`config.mk`:
```
export PLATFORM = sky130hd
export DESIGN_NAME = gaas_cell
export DESIGN_NICKNAME = d
export VERILOG_FILES = /design/src/design/gaas_pkg.sv /design/src/design/gaas_cell.sv
export SDC_FILE = /design/constraint.sdc
export NUM_CORES = 1
export LEC_CHECK = 0
export BUFFER_PORTS_ARGS = -buffer_cell sky130_fd_sc_hd__buf_2
export CELL_PAD_IN_SITES_DETAIL_PLACEMENT = 1
export CELL_PAD_IN_SITES_GLOBAL_PLACEMENT = 2
export CORE_MARGIN = 4
export CORE_UTILIZATION = 31
export DETAILED_ROUTE_END_ITERATION = 7
export GPL_ROUTABILITY_DRIVEN = 0
export PLACE_DENSITY = 0.87
export REMOVE_ABC_BUFFERS = 1
export SKIP_LAST_GASP = 1
export SYNTH_ARGS = -nofsm -noshare
export SYNTH_HDL_FRONTEND = slang
export SYNTH_SLANG_ARGS = --single-unit
```
`constraint.sdc`:
```
create_clock -name vclk -period 17.8
set_input_delay 2.67 -clock vclk [all_inputs]
set_output_delay 2.67 -clock vclk [all_outputs]
set_load 0.005 [all_outputs]
```
`src/design/gaas_pkg.sv`:
```
`default_nettype none
// ----------------------------------------------------------------------------
// gaas_pkg: shared constants and helpers
// Sizes, field widths and 16-bit saturation for the affine alignment block.
// ----------------------------------------------------------------------------
package gaas_pkg;

  localparam int MaxQuery     = 1024;
  localparam int AlphabetSize = 24;
  localparam int QAW          = $clog2(MaxQuery);
  localparam int LenW         = QAW + 1;
  localparam int TabDepth     = AlphabetSize * AlphabetSize;
  localparam int TAW          = $clog2(TabDepth);

  // command codes on command_i
  localparam logic [1:0] CmdTable = 2'd0;
  localparam logic [1:0] CmdQuery = 2'd1;
  localparam logic [1:0] CmdDb    = 2'd2;
  localparam logic [1:0] CmdNone  = 2'd3;

  // register indexes on the APB port
  localparam logic [1:0] RegOpen  = 2'd0;
  localparam logic [1:0] RegExt   = 2'd1;
  localparam logic [1:0] RegLen   = 2'd2;

  typedef logic signed [15:0] score_t;
  typedef logic signed [25:0] wide_t;

  // clamp to the 16-bit signed range
  function automatic score_t sat16(input wide_t v);
    if (v > wide_t'(32767)) begin
      return score_t'(16'sh7fff);
    end else if (v < -wide_t'(32768)) begin
      return score_t'(16'sh8000);
    end
    return v[15:0];
  endfunction

  function automatic score_t smax(input score_t a, input score_t b);
    return (a > b) ? a : b;
  endfunction

endpackage
`default_nettype wire

```
`src/design/gaas_cell.sv`:
```
`default_nettype none
// ----------------------------------------------------------------------------
// gaas_cell: one Gotoh cell update
// H = max(diag + sub, E, F); new E and F from extend or open.
// ----------------------------------------------------------------------------
module gaas_cell (
  input  var gaas_pkg::score_t diag_i,
  input  var gaas_pkg::score_t e_i,
  input  var gaas_pkg::score_t f_i,
  input  var logic signed [7:0] sub_i,
  input  var logic [7:0]        gap_open_i,
  input  var logic [7:0]        gap_extend_i,
  output gaas_pkg::score_t      h_o,
  output gaas_pkg::score_t      e_o,
  output gaas_pkg::score_t      f_o
);
  import gaas_pkg::*;

  score_t h_sub;
  score_t h_best;
  score_t h_opn;

  always_comb begin
    h_sub  = sat16(wide_t'(diag_i) + wide_t'(sub_i));
    h_best = smax(smax(h_sub, e_i), f_i);
    h_opn  = sat16(wide_t'(h_best) - wide_t'({1'b0, gap_open_i}));
    h_o    = h_best;
    e_o    = smax(sat16(wide_t'(e_i) - wide_t'({1'b0, gap_extend_i})), h_opn);
    f_o    = smax(sat16(wide_t'(f_i) - wide_t'({1'b0, gap_extend_i})), h_opn);
  end

endmodule
`default_nettype wire

```
-- Word-level counts from Yosys, hierarchy flattened
Cells that the tools add are included.
W data, S select, Z words.
- bits in registers: 0
- input bits: 72
- output and inout port bits: 48
- word-level logic and storage cells: 40
- $add $sub $neg: 4
- magnitude comparators: 12
- multiplexer cells: 24
- operators with widths (cell ; count):
    $mux W16 ; 16
    $gt A17 B16 Y1 const B ; 4
    $lt A17 B16 Y1 const B ; 4
    $gt A16 B16 Y1 ; 4
    $sub A16 B9 Y17 ; 3
    $add A16 B8 Y17 ; 1
    $mux W1 ; 8

-- Logic depth before layout (Yosys ltp)
Gate-level depths: netlist of run 1.
- depth in word-level cells: 16
- gate-level depth with buffers: 56
- depth with buffers taken out: 50

-- Worst setup path before layout of run 1
Ideal clock, no wire load.
- path kind: input-to-output
- start point: in diag_i[0]
- end point: out e_o[10]
- data arrival time: 12.961 ns
- required time: 15.130 ns
- slack: 2.169 ns
- stages: 50
- buffers on the path: 7
- cells stage by stage: ha_1 -> inv_1 -> fa_1 -> nand2b_1 -> a21o_1 -> a21oi_1 -> a221o_1 -> buf_4 -> nand3_1 -> a21oi_1 -> ha_1 -> nor2b_1 -> o211ai_1 -> a21o_1 -> a31oi_1 -> nor2_1 -> clkbuf_1 -> buf_1 -> [14 not listed] -> a21oi_1 -> o21ai_0 -> a21oi_1 -> or2_2 -> nor4_4 -> a21oi_1 -> ha_1 -> a21o_1 -> a21o_1 -> a211o_1 -> a21o_1 -> a21o_1 -> a21oi_1 -> o2111ai_1 -> o311ai_0 -> clkbuf_1 -> clkbuf_1 -> a2bb2oi_1
- longest elaborated chain between the ends: 16
- elaborated cells on any way between the ends: 20
- those cells by class: add/sub (2); order compare (7); mux (11)
- RTL lines (element ; line ; text):
    from (decl) ; gaas_cell.sv:7 ; input var gaas_pkg::score_t diag_i,
    $add A16 B8 Y17 (*) ; gaas_cell.sv:24 ; h_sub = sat16(wide_t'(diag_i) + wide_t'(sub_i));
    $lt A17 B16 Y1 ; gaas_pkg.sv:33 ; end else if (v < -wide_t'(32768)) begin
    $mux W1 ; gaas_pkg.sv:33 ;
    $mux W1 ; gaas_pkg.sv:31 ; if (v > wide_t'(32767)) begin
    $mux W16 (*) ; gaas_pkg.sv:36 ; return v[15:0];
    $gt A16 B16 Y1 ; gaas_pkg.sv:40 ; return (a > b) ? a : b;
    $mux W16 (*) ; gaas_pkg.sv:40 ;
    $gt A16 B16 Y1 ; gaas_pkg.sv:40 ;
    $mux W16 (*) ; gaas_pkg.sv:40 ;
    net h_o[1] ; gaas_cell.sv:13 ; output gaas_pkg::score_t h_o,
    $sub A16 B9 Y17 (*) ; gaas_cell.sv:26 ; h_opn = sat16(wide_t'(h_best) - wide_t'({1'b0, gap_open_i}));
    $lt A17 B16 Y1 ; gaas_pkg.sv:33 ;
    $mux W1 ; gaas_pkg.sv:33 ;
    $mux W1 ; gaas_pkg.sv:31 ;
    $mux W16 (*) ; gaas_pkg.sv:36 ;
    $gt A16 B16 Y1 ; gaas_pkg.sv:40 ;
    $mux W16 (*) ; gaas_pkg.sv:40 ;
    to (decl) ; gaas_cell.sv:14 ; output gaas_pkg::score_t e_o,
The timed path passes the listed nets; every way through them passes the cells marked *.

-- Final worst setup path of run 1
- start point: in diag_i[0]
- end point: out e_o[12]
- longest elaborated chain between the ends: 16
- elaborated cells on any way between the ends: 20
- those cells by class: add/sub (2); order compare (7); mux (11)
- RTL lines (element ; line):
    $add A16 B8 Y17 (*) ; gaas_cell.sv:24
    $lt A17 B16 Y1 ; gaas_pkg.sv:33
    $mux W1 ; gaas_pkg.sv:33
    $mux W1 ; gaas_pkg.sv:31
    $mux W16 (*) ; gaas_pkg.sv:36
    $gt A16 B16 Y1 ; gaas_pkg.sv:40
    $mux W16 (*) ; gaas_pkg.sv:40
    $gt A16 B16 Y1 ; gaas_pkg.sv:40
    $mux W16 (*) ; gaas_pkg.sv:40
    $sub A16 B9 Y17 (*) ; gaas_cell.sv:26
    $lt A17 B16 Y1 ; gaas_pkg.sv:33
    $mux W1 ; gaas_pkg.sv:33
    $mux W1 ; gaas_pkg.sv:31
    $mux W16 (*) ; gaas_pkg.sv:36
    $gt A16 B16 Y1 ; gaas_pkg.sv:40
    $mux W16 (*) ; gaas_pkg.sv:40
Every way passes the cells marked *; elsewhere a longest branch is shown, timed or not.

==> results_dict.tcl, run 1 <==
set metrics [dict create \
    status "completed" \
    slew_headroom 0.425 \
    drc_errors 0 \
    drive_gt1_frac 0.184 \
    gr-total-overflow 0 \
    die_area_sq_mm 0.0198 \
    synth-simple-area-share 0.238 \
    setup_viol 0 \
    grt_pass1_wl_microns 35100 \
    worst_path_most_repeated_cell "a21o_1" \
    drt_iter0_markers 252 \
    crit_slowest_cell "a21boi_1" \
    dr.pass1.iters 6 \
    max_freq_mhz 58.8 \
    criticalPathCategory "in -> out" \
    hold_slack_ns 5.82 \
    dp.final_hpwl_microns 20000 \
    diodes 0 \
    maxSlewViolCount 0 \
    p_leak_nw 3.11 \
    synth_top_family_by_area "compound AO/OA/AOI/OAI gates" \
    yosys-mux-area-fraction 0.0152 \
    layout_commonest_cell "buf_2" \
    layout_worst_path_cycle_share 0.955 \
    clockPowerShare 0 \
    ant_nets 0 \
    synth_cells 808 \
    internal_power_mw 0.447 \
    cp-start-kind "input port" \
    postRouteWirelength_microns 22400 \
    worstHoldStart "f_i[2]" \
    seq_power_share 0 \
    critPathArrivalTime_ns 14.32 \
    syn2layout_area_growth_pct 15.1 \
    design.seq.count 0 \
    vdd_drop_max_mv 0.164 \
    grt_use_total 0.216 \
    grt_max_degree 25 \
    ys_warn_count 0 \
    final_cell_mix "buf_2, ha_1, inv_1" \
    rows 48 \
    seqCellArea_sq_um 0 \
    finalHoldViolCount 0 \
    p_sw_mw 0.641 \
    synthAdderAreaFrac 0.263 \
    fillers 2289 \
    p_sw_frac 0.589 \
    min_delay_worst_endpoint "h_o[2]" \
    coreArea_sq_mm 0.0172 \
    syn_area_per_cell_sq_um 6.74 \
    io_pins 120 \
    synth.distinct_cells 83 \
    num_vias 6377 \
    antenna_found_initial 0 \
    required_ns 15.13 \
    post_cts_buffers 0 \
    endpoint_kind "primary output" \
    nClkBuffers 0 \
    portBuffers 120 \
    crit_fanout 24 \
    drv_cap 0 \
    viasPerCell 5.62 \
    power_frac_comb 1.000 \
    slowest_delay_ns 0.53 \
    fin_tns_setup_ns 0 \
    grt_pass1_vias 6539 \
    fin_nets 1092 \
    fin_crit_ns 16.99 \
    synth_area_sq_mm 0.00545 \
    rsz0062_at_grt "false" \
    die_w_microns 141 \
    die_h_microns 141 \
    min_path_cells 4 \
    wl_per_cell_microns 19.8 \
    yosysSeqAreaShare 0 \
    initial_core_util 0.316 \
    synth_compound_area_frac 0.343 \
    power_density_mw_per_mm2 174 \
    hp-class "in -> out" \
    synth-xor-area-share 0.0547 \
    worstMarginPinSlew_ns 0.840 \
]
cells in the mapped netlist, types with 4 or more instances:
cell type	count	area share
or3_1	8	0.0092
o22ai_1	5	0.0057
fa_1	4	0.015
a2bb2oi_1	7	0.011
nand2_1	70	0.048
o21a_1	14	0.019
nand4_1	16	0.018
o21ai_0	60	0.055
mux2i_1	6	0.011
a21o_1	25	0.034
o21ai_1	10	0.0092
a211o_1	5	0.0080
and3_1	9	0.010
ha_1	104	0.24
xor2_1	10	0.016
o31ai_1	4	0.0055
nand2b_1	5	0.0057
nor4_1	4	0.0046
a31oi_1	6	0.0069
buf_6	4	0.0083
and2_1	10	0.011
o211ai_1	6	0.0083
buf_2	5	0.0046
inv_1	86	0.059
xnor2_1	24	0.039
o21bai_1	4	0.0055
a21boi_0	5	0.0069
nor3_1	16	0.015
and4_1	5	0.0080
clkbuf_1	16	0.011
nand3_1	22	0.020
or2_2	6	0.0069
a21oi_1	82	0.075
nor2b_1	10	0.011
a32oi_1	4	0.0064
a211oi_1	7	0.0097
nor2_1	60	0.041
power by group through the flow:
stage | Combinational [mW] | Sequential, mW | Clock (mW)
4_1_cts | 1.08 | 0 | 0
3_3_place_gp | 1.06 | 0 | 0
2_1_floorplan | 0.698 | 0 | 0
5_1_grt | 1.21 | 0 | 0
6_report | 1.09 | 0 | 0
3_5_place_dp | 1.08 | 0 | 0
layer usage:
| layer | track usage | wire [microns] | up-vias |
|---|---|---|---|
| li1 | - | - | 3158 |
| met1 | 0.277 | 10000 | 3039 |
| met2 | 0.396 | 11000 | 152 |
| met3 | 0.0171 | 942 | 28 |
| met4 | 0.0403 | 478 | 0 |
| met5 | 0 | 0 | - |
repair_timing:
| item | CTS | global route |
|---|---|---|
| gates resized for setup | 0 | 1 |
| endpoints found under the setup margin | 0 | 5 |
| endpoints found under the hold margin | 0 | 0 |
| hold buffers | 0 | 0 |
per-stage QoR:
stage               power (mW)  instances   util  area [sq um]  worst slack [ns]
floorplan                0.698        780      -          5300            0.0790
detailed placement        1.08       1135  0.363          6260             0.916
global placement          1.06       1135  0.363          6260              1.37
finish                    1.09       1135  0.364          6270             0.807
CTS                       1.08       1135  0.363          6260             0.899
global route              1.21       1135  0.364          6270            0.0102
logic make-up after synthesis:
family | count (synthesis)
compound gates | 284
simple gates | 255
buf+inv | 114
fa+ha+maj | 113
xor+xnor | 34
mux | 8
cell type report:
cell class                 instances  area [sq um]  share of cell area
tap                              225           282              0.0449
multi-input combinational        694          4990               0.796
timing repair buffer             130           676               0.108
inverter                          86           323              0.0515
critical path, delay by kind of cell:
kind	cells	cell delay [ns]
AO/OA/AOI/OAI	23	5.32
adder cells (fa/ha/maj)	7	2.08
AND/OR/NAND/NOR	12	2.44
buffers and inverters	8	1.36
multiplexers	1	0.41
worst max-delay path by stage:
| stage | start | end | cells after the start | slack [ns] |
|---|---|---|---|---|
| 5_1_grt | diag_i[0] | e_o[12] | 51 | 0.01 |
| 4_1_cts | diag_i[0] | e_o[12] | 49 | 0.90 |
| 2_1_floorplan | diag_i[0] | e_o[13] | 41 | 0.08 |
| 6_report | diag_i[0] | e_o[12] | 51 | 0.81 |
| 3_5_place_dp | diag_i[0] | e_o[12] | 49 | 0.92 |
| 3_3_place_gp | diag_i[0] | e_o[2] | 53 | 1.37 |
No activity file was read; power rests on OpenSTA's default activity.
==> run 2, diff against run 1 <==
--- a/config.mk
+++ b/config.mk
@@ -8,6 +8,7 @@
 export BUFFER_PORTS_ARGS = -buffer_cell sky130_fd_sc_hd__buf_2
 export CELL_PAD_IN_SITES_DETAIL_PLACEMENT = 1
 export CELL_PAD_IN_SITES_GLOBAL_PLACEMENT = 2
+export CORE_ASPECT_RATIO = 1.25
 export CORE_MARGIN = 4
 export CORE_UTILIZATION = 31
 export DETAILED_ROUTE_END_ITERATION = 7
==> results_dict.tcl, run 2 (synthesis gave the netlist of run 1 again) <==
set metrics [dict create \
    status "completed" \
    slew_headroom 0.435 \
    ant_nets 0 \
    syn2layout_area_growth_pct 14.9 \
    die_h_microns 156 \
    cp-start-kind "input port" \
    wl_per_cell_microns 19.4 \
    fin_crit_ns 16.85 \
    finalHoldViolCount 0 \
    grt_use_total 0.217 \
    power_density_mw_per_mm2 174 \
    worstHoldStart "f_i[2]" \
    layout_setup_ws_ns 0.952 \
    antenna_found_initial 0 \
    nClkBuffers 0 \
    viasPerCell 5.66 \
    slowest_delay_ns 0.55 \
    hp-class "in -> out" \
    drc_errors 0 \
    gr-total-overflow 0 \
    design.seq.count 0 \
    die_w_microns 127 \
    postRouteWirelength_microns 21900 \
    layout_worst_path_cycle_share 0.947 \
    fin_nets 1091 \
    drv_cap 0 \
    criticalPathCategory "in -> out" \
    portBuffers 120 \
    vdd_drop_max_mv 0.0550 \
    dr.pass1.iters 5 \
    drive_gt1_frac 0.184 \
    die_area_sq_mm 0.0198 \
    worstMarginPinSlew_ns 0.826 \
    dp.final_hpwl_microns 19500 \
    seqCellArea_sq_um 0 \
    rows 53 \
    setup_viol 0 \
    io_pins 120 \
    critPathArrivalTime_ns 14.18 \
    final_cell_mix "buf_2, ha_1, inv_1" \
    crit_fanout 23 \
    dp.cells 1129 \
    min_path_cells 4 \
    layout_commonest_cell "buf_2" \
    coreArea_sq_mm 0.0170 \
    maxSlewViolCount 0 \
    worst_path_most_repeated_cell "o21ai_0" \
    grt_max_degree 24 \
    grt_pass1_vias 6668 \
    crit_slowest_cell "a221o_2" \
    multi_input_area_sq_mm 0.00499 \
    endpoint_kind "primary output" \
    initial_core_util 0.320 \
    grt_pass1_wl_microns 35300 \
    rsz0062_at_grt "false" \
    diodes 0 \
    fin_cells 1129 \
    num_vias 6387 \
    fillers 2291 \
    required_ns 15.13 \
    drt_iter0_markers 386 \
    dp_slack_ns 0.889 \
    fin_tns_setup_ns 0 \
    min_delay_worst_endpoint "h_o[2]" \
    p_leak_nw 3.11 \
    max_freq_mhz 59.4 \
]
==> run 2: changes by cell type in the layout (fill, tap and decap cells not counted) <==
cell     before  now
a221o_1       1    0
a221o_2       0    1
buf_4        10    9
==> run 2: how the worst max path moves through the flow <==
stage,start,endpoint,slack (ns),cells past startpoint
2_1_floorplan,diag_i[0],e_o[13],0.08,41
3_3_place_gp,diag_i[0],e_o[13],1.19,48
3_5_place_dp,diag_i[0],e_o[13],0.89,50
4_1_cts,diag_i[0],e_o[13],0.89,50
5_1_grt,sub_i[7],e_o[13],0.16,47
6_report,sub_i[7],e_o[13],0.95,47
==> run 2: per-layer routing <==
layer / share of wire / track usage / vias to the layer above
li1: - / - / 3160
met1: 0.42 / 0.264 / 3078
met2: 0.53 / 0.426 / 131
met3: 0.034 / 0.00959 / 18
met4: 0.015 / 0.0332 / 0
met5: 0 / 0 / -
==> run 2: area by class of cell <==
class / instances / area share
multi-input combinational: 694 / 0.798
tap: 220 / 0.0440
timing repair buffer: 129 / 0.107
inverter: 86 / 0.0516
==> run 2: power by group <==
group          total (mW)  internal (mW)  switching (mW)
combinational        1.09          0.446           0.645
clock                   0              0               0
sequential              0              0               0
total                1.09          0.446           0.645
==> run 2: critical path: cells and delay by family <==
family / cells / cell delay (ns)
buffers and inverters: 5 / 0.97
AO/OA/AOI/OAI: 28 / 7.01
AND/OR/NAND/NOR: 9 / 1.72
adder cells (fa/ha/maj): 5 / 1.79
==> run 2: through the flow <==
step                 util  total power [mW]  area (sq um)  hold slack (ns)
finish              0.367              1.09          6260             5.87
global route        0.367              1.22          6260             5.90
CTS                 0.367              1.09          6250             5.86
detailed placement  0.367              1.08          6250             5.86
global placement    0.367              1.07          6250             5.87
floorplan               -             0.698          5300             5.48
==> run 2: repair_timing <==
action | 4_1_cts | 5_1_grt
hold buffers | 0 | 0
setup endpoints to repair | 0 | 7
resized for setup | 0 | 2
buffers inserted | 0 | 0
==> run 3, diff against run 2 <==
--- a/config.mk
+++ b/config.mk
@@ -5,15 +5,15 @@
 export SDC_FILE = /design/constraint.sdc
 export NUM_CORES = 1
 export LEC_CHECK = 0
-export BUFFER_PORTS_ARGS = -buffer_cell sky130_fd_sc_hd__buf_2
 export CELL_PAD_IN_SITES_DETAIL_PLACEMENT = 1
 export CELL_PAD_IN_SITES_GLOBAL_PLACEMENT = 2
 export CORE_ASPECT_RATIO = 1.25
 export CORE_MARGIN = 4
-export CORE_UTILIZATION = 31
+export CORE_UTILIZATION = 37
 export DETAILED_ROUTE_END_ITERATION = 7
+export DONT_BUFFER_PORTS = 1
 export GPL_ROUTABILITY_DRIVEN = 0
-export PLACE_DENSITY = 0.87
+export PLACE_DENSITY = 0.88
 export REMOVE_ABC_BUFFERS = 1
 export SKIP_LAST_GASP = 1
 export SYNTH_ARGS = -nofsm -noshare
==> constraint.sdc (replaced) <==
create_clock -name vclk -period 18.6
set_input_delay 2.79 -clock vclk [all_inputs]
set_output_delay 2.79 -clock vclk [all_outputs]
set_load 0.005 [all_outputs]
==> results_dict.tcl, run 3 (synthesis gave the netlist of run 1 again) <==
set metrics [dict create \
    slew_headroom 0.430 \
    wl_per_cell_microns 23.0 \
    syn2layout_area_growth_pct 2.41 \
    die_h_microns 144 \
    slowest_delay_ns 0.56 \
    setup_viol 0 \
    crit_slowest_cell "a21oi_2" \
    die_area_sq_mm 0.0167 \
    design.seq.count 0 \
    p_leak_nw 2.62 \
    gr-total-overflow 0 \
    maxSlewViolCount 0 \
    vdd_drop_max_mv 0.146 \
    dp_slack_ns 0.937 \
    p_sw_frac 0.628 \
    fin_tns_setup_ns 0 \
    postRouteWirelength_microns 22200 \
    antenna_found_initial 0 \
    nClkBuffers 0 \
    num_vias 6185 \
    placed_cell_area_sq_mm 0.00557 \
    fin_nets 968 \
    seqCellArea_sq_um 0 \
    seq_power_share 0 \
    criticalPathCategory "in -> out" \
    finalHoldViolCount 0 \
    fin_area_sq_mm 0.00558 \
    worstMarginPinSlew_ns 0.834 \
    viasPerCell 6.42 \
    portBuffers 0 \
    io_pins 120 \
    critPathArrivalTime_ns 14.72 \
    fin_crit_ns 17.51 \
    final_cell_mix "ha_1, inv_1, a21oi_1" \
    hp-class "in -> out" \
    drt_iter0_markers 391 \
    internal_power_mw 0.347 \
    grt_pass1_wl_microns 34800 \
    die_w_microns 117 \
    grt_use_total 0.261 \
    required_ns 15.81 \
    status "completed" \
    power_density_mw_per_mm2 167 \
    fin_cells 964 \
    drv_cap 0 \
    dr.pass1.iters 4 \
    diodes 0 \
    coreArea_sq_mm 0.0144 \
    layout_commonest_cell "ha_1" \
    ant_nets 0 \
    endpoint_kind "primary output" \
    grt_max_degree 24 \
    clockPowerShare 0 \
    rsz0062_at_grt "false" \
    p_sw_mw 0.586 \
    dp.final_hpwl_microns 19800 \
    grt_pass1_vias 6642 \
    fillers 1872 \
    post_cts_buffers 0 \
    power_frac_comb 1.000 \
    drive_gt1_frac 0.0547 \
    drc_errors 0 \
    crit_fanout 23 \
    max_freq_mhz 57.1 \
    layout_worst_path_cycle_share 0.942 \
    layout_setup_ws_ns 1.09 \
    post-route-util 0.387 \
    initial_core_util 0.378 \
    dp.cells 964 \
    cp-start-kind "input port" \
    rows 49 \
]
==> run 3: metal layers <==
layer  routed length [microns]  track usage
met1                      8390        0.282
met2                     11700        0.512
met3                      1040       0.0215
met4                      1070        0.103
met5                         0            0
==> run 3: layout make-up <==
class                      count  area [sq um]  area share
inverter                      86           323      0.0579
timing repair buffer           6          45.0     0.00808
tap                          178           223      0.0399
multi-input combinational    694          4990       0.894
==> run 3: worst paths after layout <==
| check | start | slack (ns) | cells after the start | endpoint |
|---|---|---|---|---|
| worst min-delay path | f_i[13] | 5.80 | 2 | h_o[13] |
| worst max-delay path | diag_i[0] | 1.09 | 49 | e_o[13] |
==> run 3: power groups by stage <==
stage	Clock (mW)	Combinational, mW	Sequential, mW
final	0	0.933	0
after global routing	0	1.03	0
after CTS	0	0.925	0
after detailed placement	0	0.921	0
after global placement	0	0.879	0
after floorplan	0	0.668	0
==> run 3: critical path, delay by kind of cell <==
family / cells / cell delay, ns
adders and majority gates: 7 / 2.13
buffers and inverters: 5 / 0.94
and+or+nand+nor: 12 / 2.51
AOI/OAI and AO/OA: 25 / 6.33
==> run 3: timing repair <==
item,4_1_cts,5_1_grt
setup endpoints to repair,0,14
gates resized for setup,0,1
hold buffers,0,0
==> run 3: metrics by stage <==
stage	hold slack (ns)	total power, mW
4_1_cts	5.79	0.925
5_1_grt	5.81	1.03
6_report	5.80	0.933
2_1_floorplan	5.72	0.668
3_5_place_dp	5.79	0.921
3_3_place_gp	5.79	0.879
